==> config.mk <==
export PLATFORM = sky130hd
export DESIGN_NAME = websocket_frame_receiver_unit
export DESIGN_NICKNAME = d
export VERILOG_FILES = /design/src/hw/rtl/wsfr_pkg.sv /design/src/hw/rtl/wsfr_parser.sv /design/src/hw/rtl/wsfr_queue.sv /design/src/hw/rtl/websocket_frame_receiver_unit.sv
export SDC_FILE = /design/constraint.sdc
export NUM_CORES = 1
export LEC_CHECK = 0
export BUFFER_PORTS_ARGS = -buffer_cell sky130_fd_sc_hd__buf_2
export CORE_MARGIN = 4
export CORE_UTILIZATION = 25
export CTS_BUF_LIST = sky130_fd_sc_hd__clkbuf_8
export DETAILED_ROUTE_END_ITERATION = 8
export GPL_TIMING_DRIVEN = 0
export PLACE_DENSITY = 0.36
export SLEW_MARGIN = 20
export SYNTH_ARGS = -nofsm -noshare
export SYNTH_HDL_FRONTEND = slang
export SYNTH_SLANG_ARGS = --single-unit
==> constraint.sdc <==
create_clock -name clk -period 10.45 [get_ports clk]
set_input_delay 1.045 -clock clk [delete_from_list [all_inputs] [get_ports clk]]
set_output_delay 1.045 -clock clk [all_outputs]
set_load 0.005 [all_outputs]
==> src/hw/rtl/wsfr_pkg.sv <==
`default_nettype none
package wsfr_pkg;

    localparam int LengthBitsDefault = 24;
    localparam int CfgWidth = 24;
    localparam int IdxWidth = 1;

    localparam logic [23:0] MaxFrameReset = 24'd65536;
    localparam logic [23:0] MaxMessageReset = 24'd1048576;

    localparam logic [IdxWidth-1:0] RegMaxFrame = 1'b0;
    localparam logic [IdxWidth-1:0] RegMaxMessage = 1'b1;

    localparam logic [3:0] OpCont = 4'h0;
    localparam logic [3:0] OpText = 4'h1;
    localparam logic [3:0] OpBinary = 4'h2;
    localparam logic [3:0] OpClose = 4'h8;
    localparam logic [3:0] OpPing = 4'h9;
    localparam logic [3:0] OpPong = 4'hA;

    localparam logic [1:0] EvPayload = 2'd0;
    localparam logic [1:0] EvEmptyEnd = 2'd1;
    localparam logic [1:0] EvAbandon = 2'd2;
    localparam logic [1:0] EvClose = 2'd3;

    localparam logic [2:0] RsnNormal = 3'd0;
    localparam logic [2:0] RsnFrameBig = 3'd1;
    localparam logic [2:0] RsnBadCont = 3'd2;
    localparam logic [2:0] RsnMsgBig = 3'd3;
    localparam logic [2:0] RsnBadOp = 3'd4;

    typedef enum logic [2:0] {
        PH_HDR0 = 3'd0,
        PH_HDR1 = 3'd1,
        PH_EXT  = 3'd2,
        PH_MASK = 3'd3,
        PH_PAY  = 3'd4
    } phase_t;

    // One result as it travels through the queue.
    typedef struct packed {
        logic [1:0] event_res;
        logic [7:0] payload_byte;
        logic       frame_kind;
        logic       message_type;
        logic       frame_last;
        logic       message_last;
        logic [2:0] close_reason;
        logic       run_last;
    } result_t;

    localparam int ResultWidth = $bits(result_t);

endpackage
`default_nettype wire

==> src/hw/rtl/wsfr_parser.sv <==
`default_nettype none
module wsfr_parser #(
    parameter int LENGTH_BITS = wsfr_pkg::LengthBitsDefault
) (
    input  wire logic                     clk,
    input  wire logic                     rst_n,
    input  wire logic                     cfg_we,
    input  wire logic                     cfg_idx,
    input  wire logic [23:0]              cfg_data,
    input  wire logic                     in_valid,
    output logic                          in_ready,
    input  wire logic [7:0]               rx_byte,
    output logic                          res_we,
    output logic                          res_two,
    output wsfr_pkg::result_t             res_a,
    output wsfr_pkg::result_t             res_b,
    input  wire logic                     q_room
);
    import wsfr_pkg::*;

    localparam int LB = LENGTH_BITS;

    logic [23:0]   max_frame_reg;
    logic [23:0]   max_msg_reg;
    phase_t        phase_reg, phase_next;
    logic          final_reg, final_next;
    logic [3:0]    opcode_reg, opcode_next;
    logic          masked_reg, masked_next;
    logic [3:0]    left_reg, left_next;
    logic [LB-1:0] acc_reg, acc_next;
    logic          acc_ovf_reg, acc_ovf_next;
    logic [31:0]   key_reg, key_next;
    logic [LB-1:0] pay_reg, pay_next;
    logic [1:0]    midx_reg, midx_next;
    logic          mopen_reg, mopen_next;
    logic          mkind_reg, mkind_next;
    logic [LB-1:0] mlen_reg, mlen_next;
    logic          closed_reg, closed_next;

    logic [LB-1:0] lim_frame, lim_msg;
    logic          go;
    logic [LB-1:0] hdr_len;
    logic          hdr_ovf;
    logic          len_done, begin_pay;
    logic [LB-1:0] frame_len;
    logic [LB:0]   msg_sum;
    logic [7:0]    unmasked;
    logic          last_byte;
    logic [LB-1:0] pay_dec;
    logic [LB-1:0] cur_mlen;
    logic          cur_mopen, cur_mkind;
    result_t       r0, r1;
    logic          n0, n1;

    // Limits clamped to the counter width.
    always_comb
    begin
        if (LB >= 24)
        begin
            lim_frame = LB'(max_frame_reg);
            lim_msg   = LB'(max_msg_reg);
        end
        else
        begin
            lim_frame = (|(max_frame_reg >> LB)) ? '1 : LB'(max_frame_reg);
            lim_msg   = (|(max_msg_reg >> LB)) ? '1 : LB'(max_msg_reg);
        end
    end

    assign in_ready = q_room;
    assign go = in_valid && q_room;
    assign unmasked = rx_byte ^ key_reg[8*(3-midx_reg) +: 8];
    assign pay_dec = pay_reg - LB'(1);
    assign last_byte = (pay_dec == '0);

    // Configuration writes.
    always_ff @(posedge clk or negedge rst_n)
    begin
        if (!rst_n)
        begin
            max_frame_reg <= MaxFrameReset;
            max_msg_reg   <= MaxMessageReset;
        end
        else if (cfg_we)
        begin
            if (cfg_idx == RegMaxFrame)
                max_frame_reg <= cfg_data;
            else
                max_msg_reg <= cfg_data;
        end
    end

    // Parser step: one byte, at most two results.
    always_comb
    begin
        phase_next   = phase_reg;
        final_next   = final_reg;
        opcode_next  = opcode_reg;
        masked_next  = masked_reg;
        left_next    = left_reg;
        acc_next     = acc_reg;
        acc_ovf_next = acc_ovf_reg;
        key_next     = key_reg;
        pay_next     = pay_reg;
        midx_next    = midx_reg;
        mopen_next   = mopen_reg;
        mkind_next   = mkind_reg;
        mlen_next    = mlen_reg;
        closed_next  = closed_reg;
        r0 = '0;
        r1 = '0;
        n0 = 1'b0;
        n1 = 1'b0;
        len_done  = 1'b0;
        begin_pay = 1'b0;
        hdr_len   = acc_reg;
        hdr_ovf   = acc_ovf_reg;
        frame_len = pay_reg;
        cur_mopen = mopen_reg;
        cur_mkind = mkind_reg;
        cur_mlen  = mlen_reg;
        msg_sum   = '0;

        if (go && !closed_reg)
        begin
            unique case (phase_reg)
                PH_HDR1:
                begin
                    masked_next  = rx_byte[7];
                    acc_next     = '0;
                    acc_ovf_next = 1'b0;
                    if (rx_byte[6:0] == 7'd126)
                    begin
                        left_next  = 4'd2;
                        phase_next = PH_EXT;
                    end
                    else if (rx_byte[6:0] == 7'd127)
                    begin
                        left_next  = 4'd8;
                        phase_next = PH_EXT;
                    end
                    else
                    begin
                        hdr_len  = LB'(rx_byte[6:0]);
                        hdr_ovf  = 1'b0;
                        len_done = 1'b1;
                    end
                end
                PH_EXT:
                begin
                    hdr_len = {acc_reg[LB-9:0], rx_byte};
                    hdr_ovf = acc_ovf_reg || (|acc_reg[LB-1:LB-8]);
                    acc_next     = hdr_len;
                    acc_ovf_next = hdr_ovf;
                    left_next = left_reg - 4'd1;
                    len_done  = (left_reg == 4'd1);
                end
                PH_MASK:
                begin
                    key_next  = {key_reg[23:0], rx_byte};
                    left_next = left_reg - 4'd1;
                    begin_pay = (left_reg == 4'd1);
                end
                PH_PAY:
                begin
                    midx_next = midx_reg + 2'd1;
                    pay_next  = pay_dec;
                    if (opcode_reg == OpPing)
                    begin
                        n0 = 1'b1;
                        r0.event_res = EvPayload;
                        r0.payload_byte = unmasked;
                        r0.frame_kind = 1'b1;
                        r0.frame_last = last_byte;
                        if (last_byte)
                            phase_next = PH_HDR0;
                    end
                    else if (opcode_reg == OpPong)
                    begin
                        if (last_byte)
                            phase_next = PH_HDR0;
                    end
                    else
                    begin
                        n0 = 1'b1;
                        r0.event_res = EvPayload;
                        r0.payload_byte = unmasked;
                        r0.message_type = mkind_reg;
                        r0.frame_last = last_byte;
                        r0.message_last = last_byte && final_reg;
                        if (last_byte)
                        begin
                            phase_next = PH_HDR0;
                            if (final_reg)
                            begin
                                mopen_next = 1'b0;
                                mlen_next  = '0;
                            end
                        end
                    end
                end
                default:
                begin
                    final_next  = rx_byte[7];
                    opcode_next = rx_byte[3:0];
                    phase_next  = PH_HDR1;
                end
            endcase

            // Header length complete.
            if (len_done)
            begin
                if (hdr_ovf || hdr_len > lim_frame)
                begin
                    n0 = 1'b1;
                    r0.event_res = EvClose;
                    r0.close_reason = RsnFrameBig;
                    closed_next = 1'b1;
                    mopen_next  = 1'b0;
                    mlen_next   = '0;
                    phase_next  = PH_HDR0;
                end
                else
                begin
                    pay_next  = hdr_len;
                    frame_len = hdr_len;
                    key_next  = '0;
                    if (masked_next)
                    begin
                        left_next  = 4'd4;
                        phase_next = PH_MASK;
                    end
                    else
                        begin_pay = 1'b1;
                end
            end

            // Payload start decisions.
            if (begin_pay)
            begin
                midx_next = 2'd0;
                if (opcode_reg == OpText || opcode_reg == OpBinary)
                begin
                    if (mopen_reg)
                    begin
                        n0 = 1'b1;
                        r0.event_res = EvAbandon;
                        r0.message_type = mkind_reg;
                    end
                    cur_mopen = 1'b1;
                    cur_mkind = (opcode_reg == OpBinary);
                    cur_mlen  = '0;
                end
                if (opcode_reg == OpText || opcode_reg == OpBinary
                    || opcode_reg == OpCont)
                begin
                    msg_sum = {1'b0, cur_mlen} + {1'b0, frame_len};
                    mkind_next = cur_mkind;
                    if (!cur_mopen || msg_sum > {1'b0, lim_msg})
                    begin
                        n1 = 1'b1;
                        r1.event_res = EvClose;
                        r1.close_reason = cur_mopen ? RsnMsgBig : RsnBadCont;
                        closed_next = 1'b1;
                        mopen_next  = 1'b0;
                        mlen_next   = '0;
                        phase_next  = PH_HDR0;
                    end
                    else if (frame_len == '0)
                    begin
                        n1 = 1'b1;
                        r1.event_res = EvEmptyEnd;
                        r1.message_type = cur_mkind;
                        r1.frame_last = 1'b1;
                        r1.message_last = final_reg;
                        phase_next = PH_HDR0;
                        mopen_next = !final_reg;
                        mlen_next  = final_reg ? '0 : msg_sum[LB-1:0];
                    end
                    else
                    begin
                        mopen_next = 1'b1;
                        mlen_next  = msg_sum[LB-1:0];
                        phase_next = PH_PAY;
                    end
                end
                else if (opcode_reg == OpClose)
                begin
                    n1 = 1'b1;
                    r1.event_res = EvClose;
                    r1.close_reason = RsnNormal;
                    closed_next = 1'b1;
                    mopen_next  = 1'b0;
                    mlen_next   = '0;
                    phase_next  = PH_HDR0;
                end
                else if (opcode_reg == OpPing)
                begin
                    if (frame_len == '0)
                    begin
                        n1 = 1'b1;
                        r1.event_res = EvEmptyEnd;
                        r1.frame_kind = 1'b1;
                        r1.frame_last = 1'b1;
                        phase_next = PH_HDR0;
                    end
                    else
                        phase_next = PH_PAY;
                end
                else if (opcode_reg == OpPong)
                    phase_next = (frame_len == '0) ? PH_HDR0 : PH_PAY;
                else
                begin
                    n1 = 1'b1;
                    r1.event_res = EvClose;
                    r1.close_reason = RsnBadOp;
                    closed_next = 1'b1;
                    mopen_next  = 1'b0;
                    mlen_next   = '0;
                    phase_next  = PH_HDR0;
                end
            end
        end
    end

    // Pack the results: first slot always holds the earliest one.
    always_comb
    begin
        res_we  = n0 || n1;
        res_two = n0 && n1;
        if (n0)
        begin
            res_a = r0;
            res_b = r1;
            res_b.run_last = 1'b1;
            res_a.run_last = !n1;
        end
        else
        begin
            res_a = r1;
            res_a.run_last = 1'b1;
            res_b = r1;
        end
    end

    // Parser state registers.
    always_ff @(posedge clk or negedge rst_n)
    begin
        if (!rst_n)
        begin
            phase_reg   <= PH_HDR0;
            final_reg   <= 1'b0;
            opcode_reg  <= '0;
            masked_reg  <= 1'b0;
            left_reg    <= '0;
            acc_reg     <= '0;
            acc_ovf_reg <= 1'b0;
            key_reg     <= '0;
            pay_reg     <= '0;
            midx_reg    <= '0;
            mopen_reg   <= 1'b0;
            mkind_reg   <= 1'b0;
            mlen_reg    <= '0;
            closed_reg  <= 1'b0;
        end
        else
        begin
            phase_reg   <= phase_next;
            final_reg   <= final_next;
            opcode_reg  <= opcode_next;
            masked_reg  <= masked_next;
            left_reg    <= left_next;
            acc_reg     <= acc_next;
            acc_ovf_reg <= acc_ovf_next;
            key_reg     <= key_next;
            pay_reg     <= pay_next;
            midx_reg    <= midx_next;
            mopen_reg   <= mopen_next;
            mkind_reg   <= mkind_next;
            mlen_reg    <= mlen_next;
            closed_reg  <= closed_next;
        end
    end

endmodule
`default_nettype wire

==> src/hw/rtl/wsfr_queue.sv <==
`default_nettype none
module wsfr_queue (
    input  wire logic               clk,
    input  wire logic               rst_n,
    input  wire logic               wr_en,
    input  wire logic               wr_two,
    input  wire wsfr_pkg::result_t  wr_a,
    input  wire wsfr_pkg::result_t  wr_b,
    output logic                    room,
    output logic                    m_axis_tvalid,
    input  wire logic               m_axis_tready,
    output wsfr_pkg::result_t       rd_data
);
    import wsfr_pkg::*;

    localparam int Depth = 4;

    result_t    mem_reg [Depth];
    logic [1:0] wptr_reg, rptr_reg;
    logic [2:0] cnt_reg, cnt_next;
    logic       pop;
    logic [2:0] push_n;

    // Room for a full two-result request whether or not the sink pops this cycle.
    assign room = (cnt_reg <= 3'(Depth - 2));
    assign m_axis_tvalid = (cnt_reg != 3'd0);
    assign pop = m_axis_tvalid && m_axis_tready;
    assign rd_data = mem_reg[rptr_reg];
    assign push_n = !wr_en ? 3'd0 : (wr_two ? 3'd2 : 3'd1);
    assign cnt_next = cnt_reg + push_n - {2'b0, pop};

    always_ff @(posedge clk)
    begin
        if (wr_en)
        begin
            mem_reg[wptr_reg] <= wr_a;
            if (wr_two)
                mem_reg[wptr_reg + 2'd1] <= wr_b;
        end
    end

    always_ff @(posedge clk or negedge rst_n)
    begin
        if (!rst_n)
        begin
            wptr_reg <= '0;
            rptr_reg <= '0;
            cnt_reg  <= '0;
        end
        else
        begin
            wptr_reg <= wptr_reg + push_n[1:0];
            rptr_reg <= rptr_reg + {1'b0, pop};
            cnt_reg  <= cnt_next;
        end
    end

endmodule
`default_nettype wire

==> src/hw/rtl/websocket_frame_receiver_unit.sv <==
`default_nettype none
// WebSocket frame receiver: takes one received byte per cycle on the slave stream and
// parses frame headers, strips masking and reports payload bytes, empty frame ends,
// abandoned messages and connection close on the master stream. The front parser
// takes a byte every cycle while the four-entry result queue has room for two
// results, so throughput is one byte per cycle when the sink keeps up; results are
// registered in the queue. After a close all input is drained and ignored until reset.
// The user must write limits via the cfg port while idle; the block does not enforce it.
module websocket_frame_receiver_unit #(
    parameter int LENGTH_BITS = wsfr_pkg::LengthBitsDefault
) (
    input  wire logic        clk,
    input  wire logic        rst_n,
    input  wire logic        cfg_we,
    input  wire logic        cfg_idx,
    input  wire logic [23:0] cfg_data,
    input  wire logic        s_axis_tvalid,
    output logic             s_axis_tready,
    input  wire logic [7:0]  s_axis_tdata,   // rx_byte
    output logic             m_axis_tvalid,
    input  wire logic        m_axis_tready,
    // event_res[1:0], payload_byte[9:2], close_reason[12:10], zero fill [15:13]
    output logic [15:0]      m_axis_tdata,
    // frame_kind[0], message_type[1], frame_last[2], message_last[3]
    output logic [3:0]       m_axis_tuser,
    output logic             m_axis_tlast    // run_last
);
    import wsfr_pkg::*;

    logic    res_we, res_two, q_room;
    result_t res_a, res_b, rd;

    wsfr_parser #(.LENGTH_BITS(LENGTH_BITS)) u_parser (
        .clk(clk), .rst_n(rst_n),
        .cfg_we(cfg_we), .cfg_idx(cfg_idx), .cfg_data(cfg_data),
        .in_valid(s_axis_tvalid), .in_ready(s_axis_tready), .rx_byte(s_axis_tdata),
        .res_we(res_we), .res_two(res_two), .res_a(res_a), .res_b(res_b),
        .q_room(q_room)
    );

    wsfr_queue u_queue (
        .clk(clk), .rst_n(rst_n),
        .wr_en(res_we), .wr_two(res_two), .wr_a(res_a), .wr_b(res_b),
        .room(q_room), .m_axis_tvalid(m_axis_tvalid), .m_axis_tready(m_axis_tready),
        .rd_data(rd)
    );

    assign m_axis_tdata = {3'b000, rd.close_reason, rd.payload_byte, rd.event_res};
    assign m_axis_tuser = {rd.message_last, rd.frame_last, rd.message_type, rd.frame_kind};
    assign m_axis_tlast = rd.run_last;

    // A two-result request always ends its run on the second slot.
    assert property (@(posedge clk) disable iff (!rst_n)
        res_two |-> (res_b.run_last && !res_a.run_last))
        else $error("two-result request has wrong run marks");

    // Results are only produced for an accepted byte.
    assert property (@(posedge clk) disable iff (!rst_n)
        res_we |-> (s_axis_tvalid && s_axis_tready))
        else $error("result without accepted byte");

    // A close event always ends the run.
    assert property (@(posedge clk) disable iff (!rst_n)
        (m_axis_tvalid && rd.event_res == EvClose) |-> rd.run_last)
        else $error("close event not last of run");

endmodule
`default_nettype wire

After elaboration in Yosys (flattened, before gate mapping)
Memory sizes are Yosys's and may differ from the RTL's.
Index checks and enable logic that the tools add are counted.
- bitwise operators: 3
- add/subtract/negate cells: 10
- equal/unequal tests: 12
- shift operators: 1
- muxes and demuxes: 164
- reduce and logical (&&, ||, !) cells: 30
- order comparisons: 3
- operators by type and width (kind ; count):
    24-bit two-way mux ; 27
    32-bit two-way mux ; 3
    24-bit case mux with 2 select lines ; 2
    1-bit two-way mux ; 77
    3-bit two-way mux ; 23
    24-bit zero test ; 2
    32-bit by 33-bit variable part select with 8-bit output ; 1
    2-bit two-way mux ; 15
    24-bit by 24-bit adder with 25-bit output ; 1
    25-bit by 24-bit greater-than comparator with 1-bit output ; 1
    24-bit greater-than comparator ; 1
    24-bit by 1-bit subtractor with 24-bit output, second input constant ; 1
    4-bit two-way mux ; 5
    18-bit two-way mux ; 1
    17-bit two-way mux ; 1
    7-bit == test, second input constant ; 2
    14-bit two-way mux ; 1
    7-bit two-way mux ; 2
    4-bit == test, second input constant ; 3
    10-bit two-way mux ; 1
    2-bit AND reduction ; 5
    3-bit case mux with 3 select lines ; 1
    4-bit by 1-bit == test with 1-bit output, second input constant ; 2
    8-bit two-way mux ; 1
    other kinds (26) ; 44
- output and inout bits: 23
- flip-flop bits (word level): 178
- input bits: 38
- bits in writable memories: 72
- memories: 1
- memory list (memory ; words ; width ; read ports ; clocked after memory_dff ; wr ports ; line ; text):
    u_queue.mem_reg ; 4 ; 18 ; 1 ; 0 ; 2 ; wsfr_queue.sv:18 ; result_t mem_reg [Depth];

Logic depth before layout (Yosys ltp)
Gate-level depths: netlist of run 1.
- depth after elaboration: 24
- gate-level depth with buffers: 46

Modules after synthesis
Synthesis of run 1 repeated with hierarchy kept, for this count alone.
- cell total of the unflattened synthesis: 1503
- area total of the unflattened synthesis: 15607.5 um^2
- modules (own cells, without submodules) (module ; area each (um^2) ; cells each ; instances):
    wsfr_parser ; 11566.1 ; 1283 ; 1
    wsfr_queue ; 4015.1 ; 216 ; 1
    websocket_frame_receiver_unit ; 26.3 ; 4 ; 1

Worst setup path after synthesis of run 1
No wires, ideal clock.
- path kind: input to register
- start point: input s_axis_tdata[3]
- end point: memory u_queue.mem_reg[2][7] in the netlist's numbering, data pin
- cell stages on the path: 45
- buffers on the path: 5
- arrival time: 9656 ps
- required time: 10193 ps
- slack: 537 ps
- cells stage by stage: nand4_1 nor3_2 or2_1 clkbuf_1 clkbuf_1 a22o_1 ha_1 nand4_1 or4_4 nor4_2 o21bai_2 and2_1 buf_2 clkbuf_1 clkbuf_1 a21oi_1 ha_1 inv_1 (+9 left out) nor2_1 ha_1 a21o_1 a21o_1 nor2_1 nand2_1 o31a_1 nor3b_1 a211oi_2 a31oi_1 inv_1 ha_1 inv_1 nor3b_1 nor2_1 inv_1 a32oi_1 nor2_1
- RTL lines (element ; line ; text):
    from (decl) ; websocket_frame_receiver_unit.sv:19 ; input wire logic [7:0] s_axis_tdata,
    to (decl) ; wsfr_queue.sv:18 ;

==> out/metrics.csv, run 1 <==
metric,value,unit
multi_input_area,8050,µm²
route.detailed.drc,0,
fmax,99.9,MHz
setup-tns-final,0,ns
crit_path_end,u_queue.mem_reg[1][6],
cp.buffers_inverters,5,
grt_pass1_vias,12600,
ys_seq_area_share,42.6,%
place_congestion,0.838,
end_kind,register,
cp_data_required_time,10.80,ns
cpLargestDelayFamily,simple AND/OR/NAND/NOR gates,
ios,61,
final_common_cell,dfrtp_1,
slowest_stage,or4_4,
grt_max_degree,78,
worstPathArrival,10.36,ns
clk_pin_slew,0.06,ns
crit_fanout,10,
yosys_register_bits,250,
cts.sinks,250,
synth.distinct_cells,83,
hold_viol,0,
syn_area,14800,µm²
avgSynthCellArea,9.71,µm²
total_power,5.14,mW
cts_root_buf,clkbuf_8,
num_rows,88,
io_buffers,56,
drtPass1Iterations,5,
htreeDepth,2,
startpoint_type,input port,
r2r-start,u_parser.phase_reg[0],
place_inst,2348,
hold_path.class,in2async,
slew_headroom,32.7,%
layout-drive-gt1-share,17.3,%
cts_buffers,48,
grt_pass1_wl,81100,µm
floorplan.initialDensity,25.4,%
clock_path_buffers,3,
utilization,30.3,%
dieHeight,251,µm
worst_slew_pin_slew,1.00,ns
finalCritPeriodShare,95.8,%
wl,53100,µm
crit_cells,42,
setup_viol,0,
postRouteAntennaNets,0,
async_reset_ff_share,71.2,%
synth_cells,1523,
period_needed,10.01,ns
nNetsFinal,1771,
num_vias,12300,
grt_antenna_before_repair,1,
nFillCells,6148,
status,finished clean,
insertion_delay,0.63,ns
globalRouteTotalUtil,16.7,%
fin_cells,2453,
hold_buffers,0,
path_class,in2reg,
synth-main-ff-cell,dfrtp_1,
drt-wirelength-per-cell,21.6,µm
r2r_cells,41,
ir_drop,0.0986,mV
finalInstanceArea,17600,µm²
layout_common_cells,"176 x dfrtp_1, 132 x nand2_1, 115 x nor2_1, 100 x a22o_1, 95 x inv_1",
cap_violations,0,
synth-edff-count,40,
regArea,6300,µm²
cts_tree,done,
ys.warnings.count,0,
largest_reg_flops,72,
rr_endpoint,u_queue.mem_reg[1][6],
area_growth,19.0,%
rrSetupSlack,0.54,ns
place.detailed.hpwl,39600,µm
post_drt_via_cell_ratio,5.03,
die-area,63100,µm²
overflow,0,
leakage,7.50,nW
placed_cell_area,16100,µm²
die_x,251,µm
power_density,292,nW/µm²
final-max-slew-violation-count,0,
crit_start,s_axis_tdata[2],
max_stage_delay,0.62,ns
coreArea,58100,µm²
drt-initial-drc-count,872,
skew,0.0330,ns
## cells in the mapped netlist, drive strengths merged, types with 5 or more instances
| cell type | count | area, µm² |
|---|---|---|
| mux4 | 26 | 586 |
| xor2 | 10 | 87.6 |
| nand2b | 9 | 56.3 |
| a22oi | 5 | 37.5 |
| or3 | 14 | 87.6 |
| inv | 85 | 319 |
| or2 | 9 | 56.3 |
| nor2 | 121 | 454 |
| buf | 19 | 91.3 |
| o22ai | 32 | 200 |
| and2 | 32 | 201 |
| and3 | 10 | 62.6 |
| a21oi | 101 | 505 |
| nor2b | 13 | 81.3 |
| xnor2 | 26 | 228 |
| a31oi | 10 | 62.6 |
| ha | 84 | 1050 |
| nand2 | 133 | 499 |
| a211oi | 7 | 57.6 |
| nand3 | 25 | 130 |
| o22a | 9 | 78.8 |
| mux2 | 30 | 338 |
| o21ai | 89 | 449 |
| dfxtp | 32 | 641 |
| nor4 | 18 | 131 |
| dfrtp | 176 | 4400 |
| nor3 | 26 | 135 |
| nand3b | 7 | 52.6 |
| o21bai | 5 | 41.3 |
| a22o | 102 | 893 |
| a32o | 21 | 210 |
| clkbuf | 71 | 267 |
| o211ai | 7 | 52.6 |
| o41ai | 5 | 43.8 |
| nor3b | 6 | 45.0 |
| edfxtp | 40 | 1200 |
| o21a | 12 | 90.1 |
| o31ai | 10 | 103 |
| nand4 | 16 | 100 |
| a21o | 20 | 150 |
| or4 | 7 | 56.3 |
## metrics by stage
stage	setup WS [ns]	hold slack (ns)
final	0.439	0.299
after global routing	-0.0459	0.294
after CTS	0.0583	0.260
after detailed placement	-3.59	0.461
after global placement	-3.60	0.454
after floorplan	0.537	0.440
## what timing repair did
| item | in CTS | in global routing |
|---|---|---|
| endpoints found under the setup margin | 144 | 115 |
| pin swaps | 6 | 6 |
| setup buffers | 11 | 6 |
| gates resized for setup | 50 | 32 |
## routing by layer
metal | global-route usage [%] | vias to the layer above | wire length [µm]
li1 | - | 5887 | -
met1 | 22.5 | 6058 | 24200
met2 | 27.6 | 307 | 24800
met5 | 0 | - | 0
met3 | 2.58 | 93 | 2400
met4 | 5.26 | 0 | 1630
## where the power goes
group          internal (mW)  switching, mW  leakage [nW]
clock                  0.646          0.471         0.625
sequential              1.18          0.191          2.90
combinational          0.954           1.70          3.98
total                   2.78           2.36          7.50
## layout make-up
cell class / instances / area share (%)
clock inverter: 26 / 1.22
timing repair buffer: 75 / 2.76
antenna: 1 / 0.0142
buffer: 87 / 2.11
inverter: 85 / 1.90
multi-input combinational: 1100 / 45.7
clock buffer: 64 / 5.01
sequential: 250 / 35.8
tap: 765 / 5.44
## kinds of logic (layout without fill, tap and decap cells)
kind of cell / after synthesis / count (layout) / synth area share [%]
simple gates: 455 / 455 / 15.1
flops: 250 / 250 / 42.6
buf+inv: 175 / 337 / 4.58
fa+ha+maj: 86 / 86 / 7.38
compound gates: 461 / 461 / 21.7
xor+xnor: 36 / 36 / 2.13
mux: 59 / 59 / 6.45
other cells: 1 / 4 / 0.0254
## how the worst min path moves through the flow
stage                           startpoint                endpoint
detailed placement  u_queue.mem_reg[0][14]  u_queue.mem_reg[0][14]
finish                               rst_n     u_parser.lim_msg[7]
global placement      u_parser.mlen_reg[0]    u_parser.mlen_reg[0]
global route                         rst_n     u_parser.lim_msg[7]
CTS                                  rst_n     u_parser.lim_msg[7]
floorplan            u_parser.mlen_reg[22]   u_parser.mlen_reg[22]
(Power assumes the default switching activity.)
==> run 2, diff against run 1 <==
CORE_ASPECT_RATIO = 1.5   (was default)
RECOVER_POWER = 25   (was default)
==> out/metrics.csv, run 2 (synthesized netlist as in run 1, its figures left out) <==
metric,value,unit
status,"finished, violations left",
violations,"capacitance limit, slew limit",
hold_buffers,0,
worst_slew_pin_slew,3.94,ns
route.detailed.drc,0,
power_density,286,nW/µm²
max_stage_delay,0.62,ns
worstPathArrival,10.23,ns
grt_pass1_wl,83800,µm
period_needed,9.88,ns
slew_headroom,-163,%
startpoint_type,input port,
clock_path_buffers,3,
placed_cell_area,16100,µm²
die_x,207,µm
grt_antenna_before_repair,1,
layout_common_cells,"176 x dfrtp_1, 133 x nand2_1, 115 x nor2_1, 101 x inv_1, 97 x a22o_1",
place_congestion,0.884,
leakage,7.41,nW
skew,0.0490,ns
hold_viol,0,
ios,61,
cts_root_buf,clkbuf_8,
drt-initial-drc-count,571,
drt-wirelength-per-cell,22.8,µm
hold_path.class,reg2reg,
nNetsFinal,1767,
clk_pin_slew,0.06,ns
setup-tns-final,0,ns
nFillCells,6185,
drtPass1Iterations,5,
final_common_cell,dfrtp_1,
grt_max_degree,78,
layout-drive-gt1-share,16.4,%
overflow,0,
coreArea,58200,µm²
fin_ws,0.566,ns
crit_fanout,10,
postRouteAntennaNets,0,
area_growth,17.7,%
floorplan.initialDensity,25.4,%
insertion_delay,0.65,ns
finalInstanceArea,17400,µm²
rsz0062_at_grt,no,
grt_pass1_vias,13200,
path_class,in2reg,
num_vias,12500,
htreeDepth,2,
cts.sinks,250,
die-area,63200,µm²
post_drt_via_cell_ratio,5.08,
largest_reg_flops,72,
slowest_stage,or4_4,
cts_buffers,46,
final-max-slew-violation-count,183,
cp_data_required_time,10.80,ns
globalRouteTotalUtil,17.5,%
io_buffers,56,
pre_cts_slack,-3.84,ns
cap_violations,3,
end_kind,register,
num_rows,108,
wl,55800,µm
ir_drop,0.112,mV
dieHeight,306,µm
cts_tree,done,
fmax,101,MHz
setup_viol,0,
finalCritPeriodShare,94.6,%
place.detailed.hpwl,42200,µm
-- run 2: cell types whose count changed in the layout (fill, tap and decap cells not counted), moves of 3 or more --
cell | before | now
a21oi_2 | 7 | 4
a22o_1 | 100 | 97
a22o_2 | 2 | 5
clkbuf_1 | 56 | 59
clkbuf_2 | 7 | 4
clkbuf_8 | 64 | 52
inv_1 | 95 | 101
-- run 2: worst paths after layout --
check	from	end	slack [ns]	cells after the start
worst min register to register	u_parser.mlen_reg[22]	u_parser.mlen_reg[22]	0.47	2
worst max register to register	u_parser.phase_reg[0]	u_queue.mem_reg[1][6]	0.60	41
min in group asynchronous	rst_n	u_parser.lim_msg[18]	1.02	1
max in group asynchronous	rst_n	u_parser.pay_reg[4]	1.81	3
worst max-delay path	s_axis_tdata[2]	u_queue.mem_reg[1][6]	0.57	42
worst min-delay path	u_parser.mlen_reg[22]	u_parser.mlen_reg[22]	0.47	2
-- run 2: layer usage --
metal  track usage (%)  vias up  share of wire, %
met3              2.21      127               3.0
met2              32.8      265                53
met5                 0        -                 0
met1              19.0     6170                38
met4              8.95        0               6.0
li1                  -     5889                 -
-- run 2: through the flow --
step | utilization, % | hold WS (ns) | instances | total power [mW]
3_3_place_gp | 27.5 | 0.456 | 2351 | 3.96
6_report | 29.9 | 0.467 | 2450 | 4.97
4_1_cts | 29.8 | 0.215 | 2449 | 5.03
5_1_grt | 29.9 | 0.490 | 2450 | 5.39
2_1_floorplan | - | 0.440 | 1525 | 3.07
3_5_place_dp | 27.6 | 0.463 | 2353 | 3.96
-- run 2: repair_timing --
action,4_1_cts,5_1_grt
buffers inserted,13,3
cloned,0,0
gates resized for setup,57,26
setup endpoints to repair,144,113
pin swaps,5,7
hold endpoints to repair,0,0
-- run 2: where the power goes --
group	internal, mW	leakage [nW]	switching (mW)	total (mW)
logic	0.957	3.97	1.66	2.62
registers	1.18	2.90	0.201	1.38
clock network	0.507	0.546	0.464	0.971
-- run 2: critical path: cells and delay by family --
family,cells,cell delay (ns)
AOI/OAI and AO/OA,17,3.59
and+or+nand+nor,14,3.03
buffers and inverters,6,1.05
adders and majority gates,5,1.47
-- run 2: layout make-up --
class                      instances  area [µm²]  area share [%]
clock buffer                      52         716            4.11
antenna                            1        2.50          0.0144
sequential                       250        6300            36.2
clock inverter                    32         201            1.16
inverter                          85         334            1.92
timing repair buffer              75         457            2.63
buffer                            85         362            2.08
tap                              770         963            5.54
multi-input combinational       1100        8060            46.3
